[config.mk]
export PLATFORM = sky130hd
export DESIGN_NAME = rc_pwm_pulse_width_decoder_unit
export DESIGN_NICKNAME = d
export VERILOG_FILES = /design/src/rtl/core/rcpwm_pkg.sv /design/src/rtl/core/rcpwm_chan_bank.sv /design/src/rtl/core/rcpwm_pulse_calc.sv /design/src/rtl/core/rc_pwm_pulse_width_decoder_unit.sv
export SDC_FILE = /design/constraint.sdc
export NUM_CORES = 1
export LEC_CHECK = 0
export BUFFER_PORTS_ARGS = -buffer_cell sky130_fd_sc_hd__clkbuf_2
export CORE_UTILIZATION = 45
export CTS_CLUSTER_SIZE = 20
export DETAILED_ROUTE_END_ITERATION = 10
export GPL_ROUTABILITY_DRIVEN = 1
export GPL_TIMING_DRIVEN = 0
export HOLD_SLACK_MARGIN = 0.06
export PLACE_DENSITY_LB_ADDON = 0.08
export SYNTH_ARGS = -nofsm -noshare
export SYNTH_HDL_FRONTEND = slang
export SYNTH_SLANG_ARGS = --single-unit
[constraint.sdc]
create_clock -name clk -period 9.8 [get_ports clk]
set_clock_uncertainty 0.15 [all_clocks]
set_input_delay 2.94 -clock clk [delete_from_list [all_inputs] [get_ports clk]]
set_output_delay 2.94 -clock clk [all_outputs]
set_load 0.05 [all_outputs]
[src/rtl/core/rcpwm_pkg.sv]
// Shared types and constants for the RC PWM pulse width decoder.
package rcpwm_pkg;

	localparam int TimerBits      = 16;
	localparam int WidthBits      = 20;
	localparam int PulseBits      = 16;
	localparam int FrameBits      = 17;
	localparam int ScaleBits      = 5;
	localparam int ChanBits       = 3;
	localparam int CfgIndexBits   = 3;
	localparam int CfgDataBits    = 17;
	localparam int DefNumChannels = 6;
	localparam int ProdBits       = TimerBits + ScaleBits;

	localparam logic [PulseBits-1:0] PulseMinRst  = PulseBits'(1000);
	localparam logic [PulseBits-1:0] PulseMaxRst  = PulseBits'(2000);
	localparam logic [FrameBits-1:0] FrameMinRst  = FrameBits'(21000);
	localparam logic [FrameBits-1:0] FrameMaxRst  = FrameBits'(24000);
	localparam logic [ScaleBits-1:0] TickScaleRst = ScaleBits'(1);
	localparam logic [WidthBits-1:0] WidthMax     = '1;

	typedef enum logic [CfgIndexBits-1:0] {
		RegPulseMin  = 3'd0,
		RegPulseMax  = 3'd1,
		RegFrameMin  = 3'd2,
		RegFrameMax  = 3'd3,
		RegTickScale = 3'd4
	} cfg_reg_t;

	typedef struct packed {
		logic [ChanBits-1:0]  channel;
		logic [15:0]          capture_value;
		logic                 pin_high;
	} in_req_t;

	typedef struct packed {
		logic [ChanBits-1:0]  out_channel;
		logic [WidthBits-1:0] pulse_width;
	} out_req_t;

	typedef struct packed {
		logic [PulseBits-1:0] pulse_min;
		logic [PulseBits-1:0] pulse_max;
		logic [FrameBits-1:0] frame_min;
		logic [FrameBits-1:0] frame_max;
		logic [ScaleBits-1:0] tick_scale;
	} cfg_t;

	// per-channel state as read for the current event
	typedef struct packed {
		logic                 armed;
		logic                 fall_seen;
		logic [TimerBits-1:0] rise_time;
		logic [TimerBits-1:0] last_ticks;
		logic [WidthBits-1:0] last_width;
	} chan_state_t;

	// write-back to the channel bank
	typedef struct packed {
		logic                 we;
		logic                 armed;
		logic                 fall_seen;
		logic                 rise_we;
		logic [TimerBits-1:0] rise_time;
		logic                 last_we;
		logic [TimerBits-1:0] last_ticks;
		logic [WidthBits-1:0] last_width;
	} chan_upd_t;

endpackage

[src/rtl/core/rcpwm_chan_bank.sv]
// Per-channel edge state registers of the RC PWM decoder.
module rcpwm_chan_bank import rcpwm_pkg::*; #(
	parameter int NUM_CHANNELS = DefNumChannels
) (
	input  logic                clk,
	input  logic                arst_n,
	input  logic [ChanBits-1:0] channel,
	input  chan_upd_t           upd,
	output chan_state_t         state
);

	localparam int ChIdxW = (NUM_CHANNELS > 1) ? $clog2(NUM_CHANNELS) : 1;

	logic                 armed_q      [NUM_CHANNELS];
	logic                 fall_seen_q  [NUM_CHANNELS];
	logic [TimerBits-1:0] rise_time_q  [NUM_CHANNELS];
	logic [TimerBits-1:0] last_ticks_q [NUM_CHANNELS];
	logic [WidthBits-1:0] last_width_q [NUM_CHANNELS];
	logic [ChIdxW-1:0]    idx;

	assign idx = ChIdxW'({{ChIdxW{1'b0}}, channel});

	always_comb begin
		state.armed      = armed_q[idx];
		state.fall_seen  = fall_seen_q[idx];
		state.rise_time  = rise_time_q[idx];
		state.last_ticks = last_ticks_q[idx];
		state.last_width = last_width_q[idx];
	end

	always_ff @(posedge clk or negedge arst_n) begin
		if (!arst_n) begin
			for (int i = 0; i < NUM_CHANNELS; i++) begin
				armed_q[i]      <= 1'b0;
				fall_seen_q[i]  <= 1'b0;
				last_ticks_q[i] <= '0;
				last_width_q[i] <= '0;
			end
		end else if (upd.we) begin
			armed_q[idx]     <= upd.armed;
			fall_seen_q[idx] <= upd.fall_seen;
			if (upd.last_we) begin
				last_ticks_q[idx] <= upd.last_ticks;
				last_width_q[idx] <= upd.last_width;
			end
		end
	end

	// rise time is only read while armed, which follows a write
	always_ff @(posedge clk) begin
		if (upd.we && upd.rise_we) begin
			rise_time_q[idx] <= upd.rise_time;
		end
	end

endmodule

[src/rtl/core/rcpwm_pulse_calc.sv]
// Edge decision, tick difference, window checks and width scaling.
module rcpwm_pulse_calc import rcpwm_pkg::*; #(
	parameter int NUM_CHANNELS = DefNumChannels
) (
	input  in_req_t              req,
	input  cfg_t                 cfg,
	input  chan_state_t          state,
	output chan_upd_t            upd,
	output logic                 hit,
	output logic [WidthBits-1:0] width
);

	logic                 in_range;
	logic [TimerBits-1:0] cap;
	logic [TimerBits-1:0] diff;
	logic [TimerBits:0]   sum;
	logic [ProdBits-1:0]  prod;
	logic [WidthBits-1:0] scaled;
	logic                 pulse_ok;
	logic                 frame_ok;
	logic                 do_rise;
	logic                 do_fall;

	assign in_range = {{(32 - ChanBits){1'b0}}, req.channel} < 32'(NUM_CHANNELS);
	assign cap      = req.capture_value[TimerBits-1:0];

	// wrap case subtracts one extra: cap + (max - rise)
	always_comb begin
		if (cap > state.rise_time) begin
			diff = cap - state.rise_time;
		end else if (cap < state.rise_time) begin
			diff = cap - state.rise_time - TimerBits'(1);
		end else begin
			diff = '0;
		end
	end

	assign pulse_ok = (diff > cfg.pulse_min) && (diff < cfg.pulse_max);
	assign prod     = ProdBits'(diff) * ProdBits'(cfg.tick_scale);
	assign scaled   = (prod > ProdBits'(WidthMax)) ? WidthMax : prod[WidthBits-1:0];

	assign sum      = {1'b0, cap} + {1'b0, state.last_ticks};
	assign frame_ok = (FrameBits'(sum) > cfg.frame_min) && (FrameBits'(sum) < cfg.frame_max);

	assign do_rise = in_range && !state.armed && req.pin_high;
	assign do_fall = in_range && state.armed && !req.pin_high;

	always_comb begin
		upd.we         = do_rise || do_fall;
		upd.armed      = do_rise;
		upd.fall_seen  = do_fall;
		upd.rise_we    = do_rise;
		upd.rise_time  = cap;
		upd.last_we    = do_fall && pulse_ok;
		upd.last_ticks = diff;
		upd.last_width = scaled;
	end

	assign hit   = (do_rise && state.fall_seen && frame_ok) || (do_fall && pulse_ok);
	assign width = do_fall ? scaled : state.last_width;

endmodule

[src/rtl/core/rc_pwm_pulse_width_decoder_unit.sv]
// Top level of the RC PWM pulse width decoder: config registers, input and result registers.
// Takes one capture event per cycle while in_stall is low and returns at most one pulse width
// per event. The event is held in the input register, and its result is loaded into the
// result register when that register is empty or draining. A rise on an idle channel arms
// it and, if a fall was seen since its last rise, may repeat the last width when rise time
// plus last tick count lies inside the frame window; a fall on an armed channel measures
// the pulse, checks it against the pulse bounds, scales it by tick_scale (saturating at 20
// bits) and reports it. Events on channels beyond NUM_CHANNELS, and rises while armed or
// falls while idle, give no result. The per-channel state is read and written back in the
// same cycle, so events on one channel may follow each other directly; input stall rises
// only while the input register is full and the result register is held by out_stall.
module rc_pwm_pulse_width_decoder_unit import rcpwm_pkg::*; #(
	parameter int NUM_CHANNELS = DefNumChannels
) (
	input  logic                    clk,
	input  logic                    arst_n,
	input  logic                    cfg_we,
	input  logic [CfgIndexBits-1:0] cfg_index,
	input  logic [CfgDataBits-1:0]  cfg_data,
	input  logic                    in_valid,
	output logic                    in_stall,
	input  in_req_t                 in_data,
	output logic                    out_valid,
	input  logic                    out_stall,
	output out_req_t                out_data
);

	cfg_t                 cfg_q;
	logic                 valid_s1;
	in_req_t              req_s1;
	logic                 adv;
	chan_state_t          state;
	chan_upd_t            calc_upd;
	chan_upd_t            upd;
	logic                 hit;
	logic [WidthBits-1:0] width;
	logic                 out_valid_q;
	out_req_t             out_q;

	always_ff @(posedge clk or negedge arst_n) begin
		if (!arst_n) begin
			cfg_q.pulse_min  <= PulseMinRst;
			cfg_q.pulse_max  <= PulseMaxRst;
			cfg_q.frame_min  <= FrameMinRst;
			cfg_q.frame_max  <= FrameMaxRst;
			cfg_q.tick_scale <= TickScaleRst;
		end else if (cfg_we) begin
			case (cfg_reg_t'(cfg_index))
				RegPulseMin:  cfg_q.pulse_min  <= cfg_data[PulseBits-1:0];
				RegPulseMax:  cfg_q.pulse_max  <= cfg_data[PulseBits-1:0];
				RegFrameMin:  cfg_q.frame_min  <= cfg_data[FrameBits-1:0];
				RegFrameMax:  cfg_q.frame_max  <= cfg_data[FrameBits-1:0];
				RegTickScale: cfg_q.tick_scale <= cfg_data[ScaleBits-1:0];
				default: ;
			endcase
		end
	end

	// stage 1 moves on when the result register is empty or draining
	assign adv      = !out_valid_q || !out_stall;
	assign in_stall = valid_s1 && !adv;

	always_ff @(posedge clk or negedge arst_n) begin
		if (!arst_n) begin
			valid_s1 <= 1'b0;
		end else if (!in_stall) begin
			valid_s1 <= in_valid;
		end
	end

	always_ff @(posedge clk) begin
		if (!in_stall && in_valid) begin
			req_s1 <= in_data;
		end
	end

	rcpwm_chan_bank #(
		.NUM_CHANNELS(NUM_CHANNELS)
	) u_bank (
		.clk     (clk),
		.arst_n  (arst_n),
		.channel (req_s1.channel),
		.upd     (upd),
		.state   (state)
	);

	rcpwm_pulse_calc #(
		.NUM_CHANNELS(NUM_CHANNELS)
	) u_calc (
		.req   (req_s1),
		.cfg   (cfg_q),
		.state (state),
		.upd   (calc_upd),
		.hit   (hit),
		.width (width)
	);

	always_comb begin
		upd    = calc_upd;
		upd.we = calc_upd.we && valid_s1 && adv;
	end

	always_ff @(posedge clk or negedge arst_n) begin
		if (!arst_n) begin
			out_valid_q <= 1'b0;
		end else if (adv) begin
			out_valid_q <= valid_s1 && hit;
		end
	end

	always_ff @(posedge clk) begin
		if (adv && valid_s1 && hit) begin
			out_q.out_channel <= req_s1.channel;
			out_q.pulse_width <= width;
		end
	end

	assign out_valid = out_valid_q;
	assign out_data  = out_q;

	a_stall_needs_s1: assert property (@(posedge clk) disable iff (!arst_n)
		in_stall |-> valid_s1 && out_valid_q)
		else $error("input stalled without a held request");

	a_s1_holds: assert property (@(posedge clk) disable iff (!arst_n)
		in_stall |=> valid_s1 && $stable(req_s1))
		else $error("stage 1 request lost while stalled");

	a_armed_toggles: assert property (@(posedge clk) disable iff (!arst_n)
		upd.we |-> upd.armed != state.armed)
		else $error("channel update without arm change");

	a_out_chan_range: assert property (@(posedge clk) disable iff (!arst_n)
		out_valid_q |-> {{(32 - ChanBits){1'b0}}, out_q.out_channel} < 32'(NUM_CHANNELS))
		else $error("result on channel out of range");

endmodule

==> Yosys cells after proc, flatten, opt, wreduce, memory -nomap -nowiden <==
Memory sizes are Yosys's and may differ from the RTL's. A register that Yosys moved wholly into a read port is not among the register bits.
Index checks and enable logic that the tools add are counted.
{ "word_totals": {"regBits": 344, "mem_bits_rw": 96, "inputBits": 45, "out_inout_bits": 25, "word_cells": 119, "n_memories": 1} }
{ "op_classes": {"addsub": 3, "mul": 1, "magnitude_cmp": 10, "eq_ne": 4, "n_mux": 29, "n_bitwise": 1, "n_reduce_logical": 34} }
{ "mem_list": {"columns": ["memory", "words", "width", "read_ports", "rd_ports_with_merged_regs", "wr", "line_no", "text"], "rows": [
  ["u_bank.rise_time_q", 6, 16, 1, 1, 1, "rcpwm_chan_bank.sv:16", "logic [TimerBits-1:0] rise_time_q [NUM_CHANNELS];"]
]} }
{ "ops": {"columns": ["cell", "count"], "rows": [
  ["$bwmux 120", 1],
  ["$mux 20", 5],
  ["$bwmux 96", 1],
  ["$mux 16", 5],
  ["$bmux 20 s3", 1],
  ["$demux 20 s3", 1],
  ["$bmux 16 s3", 1],
  ["$demux 16 s3", 1],
  ["$gt 16x16->1", 2],
  ["$lt 16x16->1", 2],
  ["$gt 21x20->1 const B", 1],
  ["$mul 16x5->21", 1],
  ["$logic_and 1x1->1", 18],
  ["$add 16x16->17", 1],
  ["$gt 17x17->1", 1],
  ["$lt 17x17->1", 1],
  ["$sub 16x1->16 const B", 1],
  ["$sub 16x16->16", 1],
  ["$bwmux 6", 2],
  ["$reduce_and 2->1", 6],
  ["$mux 1", 7],
  ["$bmux 1 s3", 2],
  ["$eq 3x2->1 const B", 2],
  ["$logic_not 1->1", 6],
  ["other kinds (10)", 12]
]} }

==> Logic depth before layout (Yosys ltp) <==
Gate-level depths: netlist (run 1).
{ "logic_depth": {"ltp_word": 13, "mapped_depth": 34, "mapped_depth_nobuf": 31} }

==> Cells and area by module <==
Synthesis (run 1) repeated with hierarchy kept, for this count alone.
{ "hier_totals": {"hier_cells": 2044, "area_unflattened_um2": 24975.2} }
{ "by_module_without_submodules": {"columns": ["mod", "n_inst", "cells_each", "area_each_um2", "seq_area_each_um2"], "rows": [
  ["rcpwm_chan_bank", 1, 948, 14196.1, 8588.2],
  ["rcpwm_pulse_calc", 1, 889, 6640.1, 0.0],
  ["rc_pwm_pulse_width_decoder_unit", 1, 207, 4139.0, 3148.0]
]} }

==> Worst setup path after synthesis (run 1) <==
No wires, ideal clock.
{ "synth_path": {"path_kind": "register to register", "start": "register (tool-made name)", "end": "register out_q (netlist bit out_data[10]) (data pin)", "setup_time_ps": 270, "t_arrival_ps": 8673, "required_time_ps": 9380, "slack_ps": 706, "path_stages_with_launch": 35, "n_path_buf": 5, "synth_period_minus_slack_ps": 9094, "cell_sequence": "dfxtp_1 -> clkbuf_1 -> clkbuf_1 -> clkbuf_1 -> mux2i_1 -> a21oi_1 -> ha_1 -> inv_1 -> fa_1 -> a211oi_2 -> nor3_1 -> or3_1 -> a32o_1 -> nor4_1 -> mux2i_1 -> nand2_1 -> xor2_1 -> buf_2 -> nor2_1 -> fa_1 -> fa_1 -> inv_1 -> fa_1 -> inv_1 -> ha_1 -> a21o_1 -> a21o_1 -> a211oi_1 -> nor2b_1 -> o21ai_1 -> a2111oi_0 -> nor3_1 -> clkbuf_1 -> nor2_1 -> a21oi_1"} }
{ "synth_lines": {"columns": ["element", "line_no", "text"], "rows": [
  ["end: declaration", "rc_pwm_pulse_width_decoder_unit.sv:38", "out_req_t out_q;"]
]} }

==> flow_summary.yaml, run 1 <==
job:
  cap_violations: 0
detailed_routing:
  wl_um: 70500
  drc: 0
  wl_per_cell_um: 22.9
  via_per_inst: 5.83
  drtAntennaViolNets: 0
  via_count: 17900
  first_pass_iters: 5
  dr.first_iter.drc_count: 1480
global_route:
  grt_pass1_wl_um: 109000
  grt_max_degree: 112
  grt_use_total_pct: 27.2
  gr-total-overflow: 0
  antenna_found_initial: 1
  grt_pass1_vias: 18200
finish:
  final_util_pct: 51.8
  n_antenna_cell: 0
  areaGrowthSynthToFinish_pct: 13.5
  nets: 2568
  drive_gt1_share_pct: 14.0
  multi_input_area_sq_um: 10900
  seq_area_sq_um: 11800
  finalInstanceArea_sq_um: 26700
  n_fill_cell: 4757
cts:
  htreeDepth: 2
  cts_buffers: 50
  cts.clk_slew.worst_paths_ns: 0.06
  insertion_delay_ns: 0.60
  cts_tree: "done"
  clock_sinks: 443
  clock_path_buffers: 3
  cts_root_buffer: "clkbuf_16"
synthesis:
  ys_warn_count: 0
  synth_area_sq_um: 23500
  async_flop_share_pct: 67.9
  synthCells: 2229
  synth_fp_nets: 2444
  synth_top_cell_by_area: "dfrtp_1"
  synthFlopType: "dfrtp_1"
  synthTopCellsByArea: "dfrtp_1 29%, edfxtp_1 18%, ha_1 6.7%, nand2_1 4.9%, o21ai_0 4.9%"
  synth_top_cell_area_share_pct: 29.5
  synth.distinct_cells: 83
  synth-seq-cells: 443
  avgSynthCellArea_sq_um: 10.5
  synth-edff-count: 139
  synth_seq_area_share_pct: 50.2
setup_path:
  worst_r2r_path_depth: 30
  path_max_fanout: 10
  end_kind: "flop"
  crit_type: "flop to flop"
  cp-start-kind: "flop"
  r2r_slack_ns: 0.48
  cp.required_ns: 9.97
  r2r_end: "out_data[13]"
  slowest_stage: "a21oi_2"
  crit_path_max_incr_delay_ns: 0.56
  arrival_ns: 9.49
floorplan:
  ios: 70
  core.rowCount: 83
  dieWidth_um: 231
  die_area_sq_um: 53200
  chipHeight_um: 231
  initial_core_util_pct: 45.6
  core_region_area_sq_um: 51500
timing:
  min_period_ns: 9.32
  maxSlewViolCount: 0
  finalSetupViolCount: 0
  relSlewSlack_pct: 22.7
  hold_viol: 0
  max_freq_mhz: 107
  rsz0062_at_grt: "false"
  tns_ns: 0
  tightestPinTransition_ns: 1.16
  timing.final.crit_share_pct: 95.1
placed_design:
  io_buffers: 69
  gp_congestion: 0.891
  post_dp_cell_area_sq_um: 24800
  post-dp-hpwl_um: 50900
worst_hold_path:
  hp-class: "flop to flop"
  whs_endpoint: "out_data[21]"
  hp-start: "req_s1[18]"
  whs_path_depth: 0
power_and_ir_drop:
  cellPowerDensity_nw_per_um2: 286
  ir_drop_v: 0.000418
  p_leak_nw: 11.7
  p_total_w: 0.00764
outcome:
  status: "completed"
==> per-layer routing <==
layer,share of wire (%),GRT usage [%],vias up
met4,2.6,8.09,0
li1,-,-,8177
met2,46,43.7,557
met5,0,0,-
met3,6.0,4.10,115
met1,45,38.1,9073
==> synthesized netlist by cell type (16+ instances only) <==
master	instances
nand2_1	309
dfrtp_1	277
o21ai_0	231
inv_1	144
edfxtp_1	139
ha_1	126
a22oi_1	104
nor2_1	99
clkbuf_1	92
a21oi_1	72
mux2_2	62
nand3_1	62
fa_1	44
and2_1	42
xnor2_1	31
a21o_1	30
o21ai_1	27
dfstp_2	24
nor3_1	24
mux2i_1	23
o21a_1	19
o31ai_1	18
buf_2	17
mux4_2	17
nand2b_1	17
xor2_1	16
==> worst max-delay path, delay by kind of cell, from the launching register on <==
| family | cells | cell delay (ns) |
|---|---|---|
| adders and majority gates | 5 | 2.21 |
| buffers and inverters | 5 | 0.91 |
| and+or+nand+nor | 6 | 1.30 |
| AOI/OAI and AO/OA | 11 | 3.05 |
| xor gates and xnor gates | 1 | 0.30 |
| DFF | 1 | 0.47 |
| muxes | 2 | 0.59 |
==> per-stage QoR <==
step	hold slack (ns)	instances	setup WS (ns)
2_1_floorplan	0.271	2229	0.706
3_3_place_gp	0.288	2978	-1.70
3_5_place_dp	0.287	2981	-1.78
4_1_cts	0.301	3071	-0.0193
5_1_grt	0.323	3072	0.00256
6_report	0.299	3072	0.480
==> how the worst max path moves through the flow <==
stage / slack (ns) / from / cells past startpoint / end
after CTS: -0.02 / flop / 31 / out_data[11]
after global placement: -1.70 / flop / 34 / out_data[10]
after floorplan: 0.71 / flop / 34 / out_data[10]
final: 0.48 / flop / 30 / out_data[13]
after global routing: 0.003 / flop / 32 / out_data[13]
after detailed placement: -1.78 / flop / 34 / out_data[10]
==> kinds of logic after synthesis <==
logic type / Yosys count / share of synthesized area [%]
and+or+nand+nor: 617 / 11.8
AOI/OAI and AO/OA: 587 / 15.8
muxes: 102 / 5.58
DFF: 443 / 50.2
buffers and inverters: 262 / 4.37
xor gates and xnor gates: 48 / 1.82
adders and majority gates: 170 / 10.5
==> sequential cells by signal, summed over array words and instances (netlist names), named ones only <==
signal and count:
cfg_q 71, u_bank.last_width_q 120, out_valid 1, u_bank.fall_seen_q 6, valid_s1 1, u_bank.rise_time_q 96
u_bank.last_ticks_q 96, u_bank.armed_q 6, req_s1 20, out_data 23
==> where the power goes <==
group / total, W / switching, W / internal [W]
combinational: 0.00358 / 0.00246 / 0.00112
sequential: 0.00217 / 0.0000857 / 0.00208
clock: 0.00189 / 0.000780 / 0.00111
total: 0.00764 / 0.00333 / 0.00431
==> cells in the final DEF (no fill, tap or decap), types with 12 or more instances in the layout <==
cell type / netlist / layout
nand4_1: 13 / 13
o31ai_1: 18 / 16
fa_1: 44 / 44
mux2_2: 62 / 62
nor3_1: 24 / 22
mux2i_1: 23 / 23
inv_1: 144 / 144
and3_1: 12 / 12
nand2_1: 309 / 309
a21o_1: 30 / 30
dfrtp_1: 277 / 277
a21oi_1: 72 / 64
buf_2: 17 / 17
clkbuf_1: 92 / 94
dfstp_2: 24 / 24
nor2_1: 99 / 88
o21ai_0: 231 / 228
ha_1: 126 / 126
xor2_1: 16 / 15
clkbuf_16: 0 / 51
mux4_2: 17 / 17
a22oi_1: 104 / 104
nand3_1: 62 / 62
edfxtp_1: 139 / 139
xnor2_1: 31 / 31
o21a_1: 19 / 19
nand2b_1: 17 / 17
o21ai_1: 27 / 30
clkbuf_2: 0 / 68
and2_1: 42 / 42
==> what timing repair did <==
action                                 CTS  global route
pin swaps                                0             2
resized for setup                       44            19
hold buffers                             0             0
setup endpoints to repair              140           140
setup buffers                            0             2
endpoints found under the hold margin    0             0
==> final cells by class <==
class / instances / area share (%)
Sequential cell: 443 / 44.2
Multi-Input combinational cell: 1524 / 40.8
Clock buffer: 66 / 5.26
Tap cell: 680 / 3.19
Inverter: 145 / 2.04
Buffer: 115 / 1.92
Timing Repair Buffer: 74 / 1.69
Clock inverter: 25 / 0.928
(Power assumes the default switching activity.)
==> inputs of run 2 (changes only) <==
CORE_UTILIZATION = 60   (was 45)
==> run 2 against run 1 <==
Net effect: critical path depth is the same; via count hardly changed; first-iteration DRC count grew 28%; wire length decreased by 5.3%; sequential share of layout area grew 0.55 points; count of clock-buffer cells in the layout fell by 2; non-clock buffer count unchanged; sequential power hardly changed; combinational power fell by 2%; setup slack worse by 0.013 ns; largest cell class unchanged; largest power group unchanged; highest routed layer unchanged.
==> flow_summary.yaml, run 2 (synthesis results as in run 1) <==
detailed_routing:
  via_per_inst: 6.17
  drtAntennaViolNets: 0
  first_pass_iters: 6
  dr.first_iter.drc_count: 1895
  drc: 0
  via_count: 17900
  wl_per_cell_um: 23.0
  wl_um: 66700
floorplan:
  dieWidth_um: 200
  chipHeight_um: 200
  die_area_sq_um: 40000
  core.rowCount: 72
  core_region_area_sq_um: 38600
  initial_core_util_pct: 60.8
  ios: 70
finish:
  nets: 2564
  final_util_pct: 68.2
  areaGrowthSynthToFinish_pct: 12.1
  final_common_cell: "nand2_1"
  final_cell_mix: "309 x nand2_1, 277 x dfrtp_1, 229 x o21ai_0"
  top_register: "u_bank.last_width_q"
  n_antenna_cell: 0
  drive_gt1_share_pct: 13.8
  finalInstanceArea_sq_um: 26400
  top_regs: "u_bank.last_width_q (120), u_bank.last_ticks_q (96), u_bank.rise_time_q (96)"
  largest_reg_flops: 120
job:
  cap_violations: 0
power_and_ir_drop:
  p_leak_nw: 11.6
  ir_drop_v: 0.000522
  p_total_w: 0.00750
  cellPowerDensity_nw_per_um2: 284
setup_path:
  r2r_slack_ns: 0.47
  worst_r2r_path_depth: 30
  path_max_fanout: 11
  end_kind: "flop"
  slowest_stage: "or4_1"
  arrival_ns: 9.46
  cp-start-kind: "flop"
  crit_path_max_incr_delay_ns: 0.69
  cp.required_ns: 9.93
  r2r_end: "out_data[1]"
  crit_type: "flop to flop"
worst_hold_path:
  hp-start: "req_s1[18]"
  whs_path_depth: 0
  hp-class: "flop to flop"
  whs_endpoint: "out_data[21]"
timing:
  finalSetupViolCount: 0
  tightestPinTransition_ns: 1.32
  maxSlewViolCount: 0
  tns_ns: 0
  min_period_ns: 9.33
  timing.final.crit_share_pct: 95.2
  hold_viol: 0
  rsz0062_at_grt: "true"
  max_freq_mhz: 107
  relSlewSlack_pct: 10.5
global_route:
  grt_pass1_wl_um: 104000
  gr-total-overflow: 0
  antenna_found_initial: 0
  grt_use_total_pct: 34.7
  grt_max_degree: 116
  grt_pass1_vias: 18100
cts:
  htreeDepth: 2
  clock_sinks: 443
  cts.clk_slew.worst_paths_ns: 0.06
  insertion_delay_ns: 0.60
  cts_buffers: 46
  cts_tree: "done"
  cts_root_buffer: "clkbuf_16"
  clock_path_buffers: 3
placed_design:
  post_dp_cell_area_sq_um: 24600
  gp_congestion: 0.953
  post-dp-hpwl_um: 47500
  io_buffers: 69
outcome:
  status: "completed"
## run 2: cell types whose count changed in the layout (fill, tap and decap cells not counted), sizes merged
cell      previous run  this run
clkinvlp             2         1
clkbuf             223       221
inv                147       146
clkinv              17        16
## run 2: worst max-delay path: cells and delay by family, from the launching register on
family | cells | cell delay, ns
AOI/OAI and AO/OA | 9 | 2.22
xor gates and xnor gates | 2 | 0.50
adders and majority gates | 5 | 2.24
buffers and inverters | 6 | 1.04
DFF | 1 | 0.42
muxes | 1 | 0.52
and+or+nand+nor | 7 | 1.92
## run 2: worst max path at each step
| stage | startpoint | to |
|---|---|---|
| final | flop | out_data[1] |
| after global routing | flop | out_data[16] |
| after CTS | flop | out_data[1] |
| after detailed placement | flop | out_data[14] |
| after global placement | flop | out_data[14] |
| after floorplan | flop | out_data[10] |
## run 2: area by class of cell
cell class / count / area, sq um
Buffer: 115 / 505
Clock buffer: 64 / 1330
Clock inverter: 22 / 235
Fill cell: 2903 / 12300
Inverter: 145 / 544
Multi-Input combinational cell: 1524 / 10900
Sequential cell: 443 / 11800
Tap cell: 518 / 648
Timing Repair Buffer: 74 / 444
## run 2: routing by layer
metal	routed length, um	up-vias	global-route usage [%]	share of wire [%]
met1	28400	8914	47.3	43
li1	-	8144	-	-
met5	0	-	0	0
met4	1800	0	11.1	2.7
met2	31000	741	55.5	46
met3	5530	138	7.75	8.3
## run 2: through the flow
stage	setup slack, ns	hold slack, ns	std cells
after floorplan	0.706	0.271	2229
after global placement	-1.55	0.287	2816
after detailed placement	-1.82	0.285	2820
after CTS	0.00465	0.309	2905
after global routing	-0.00924	0.319	2905
final	0.466	0.308	2905
## run 2: power breakdown
part	switching, W	leakage (nW)	internal, W
clock network	0.000745	0.774	0.00106
logic	0.00240	5.55	0.00112
registers	0.0000883	5.31	0.00208
## run 2: timing repair
item,in CTS,in global routing
endpoints found under the setup margin,140,140
setup buffers,0,1
pin swaps,0,2
gates resized for setup,42,16
hold buffers,0,0
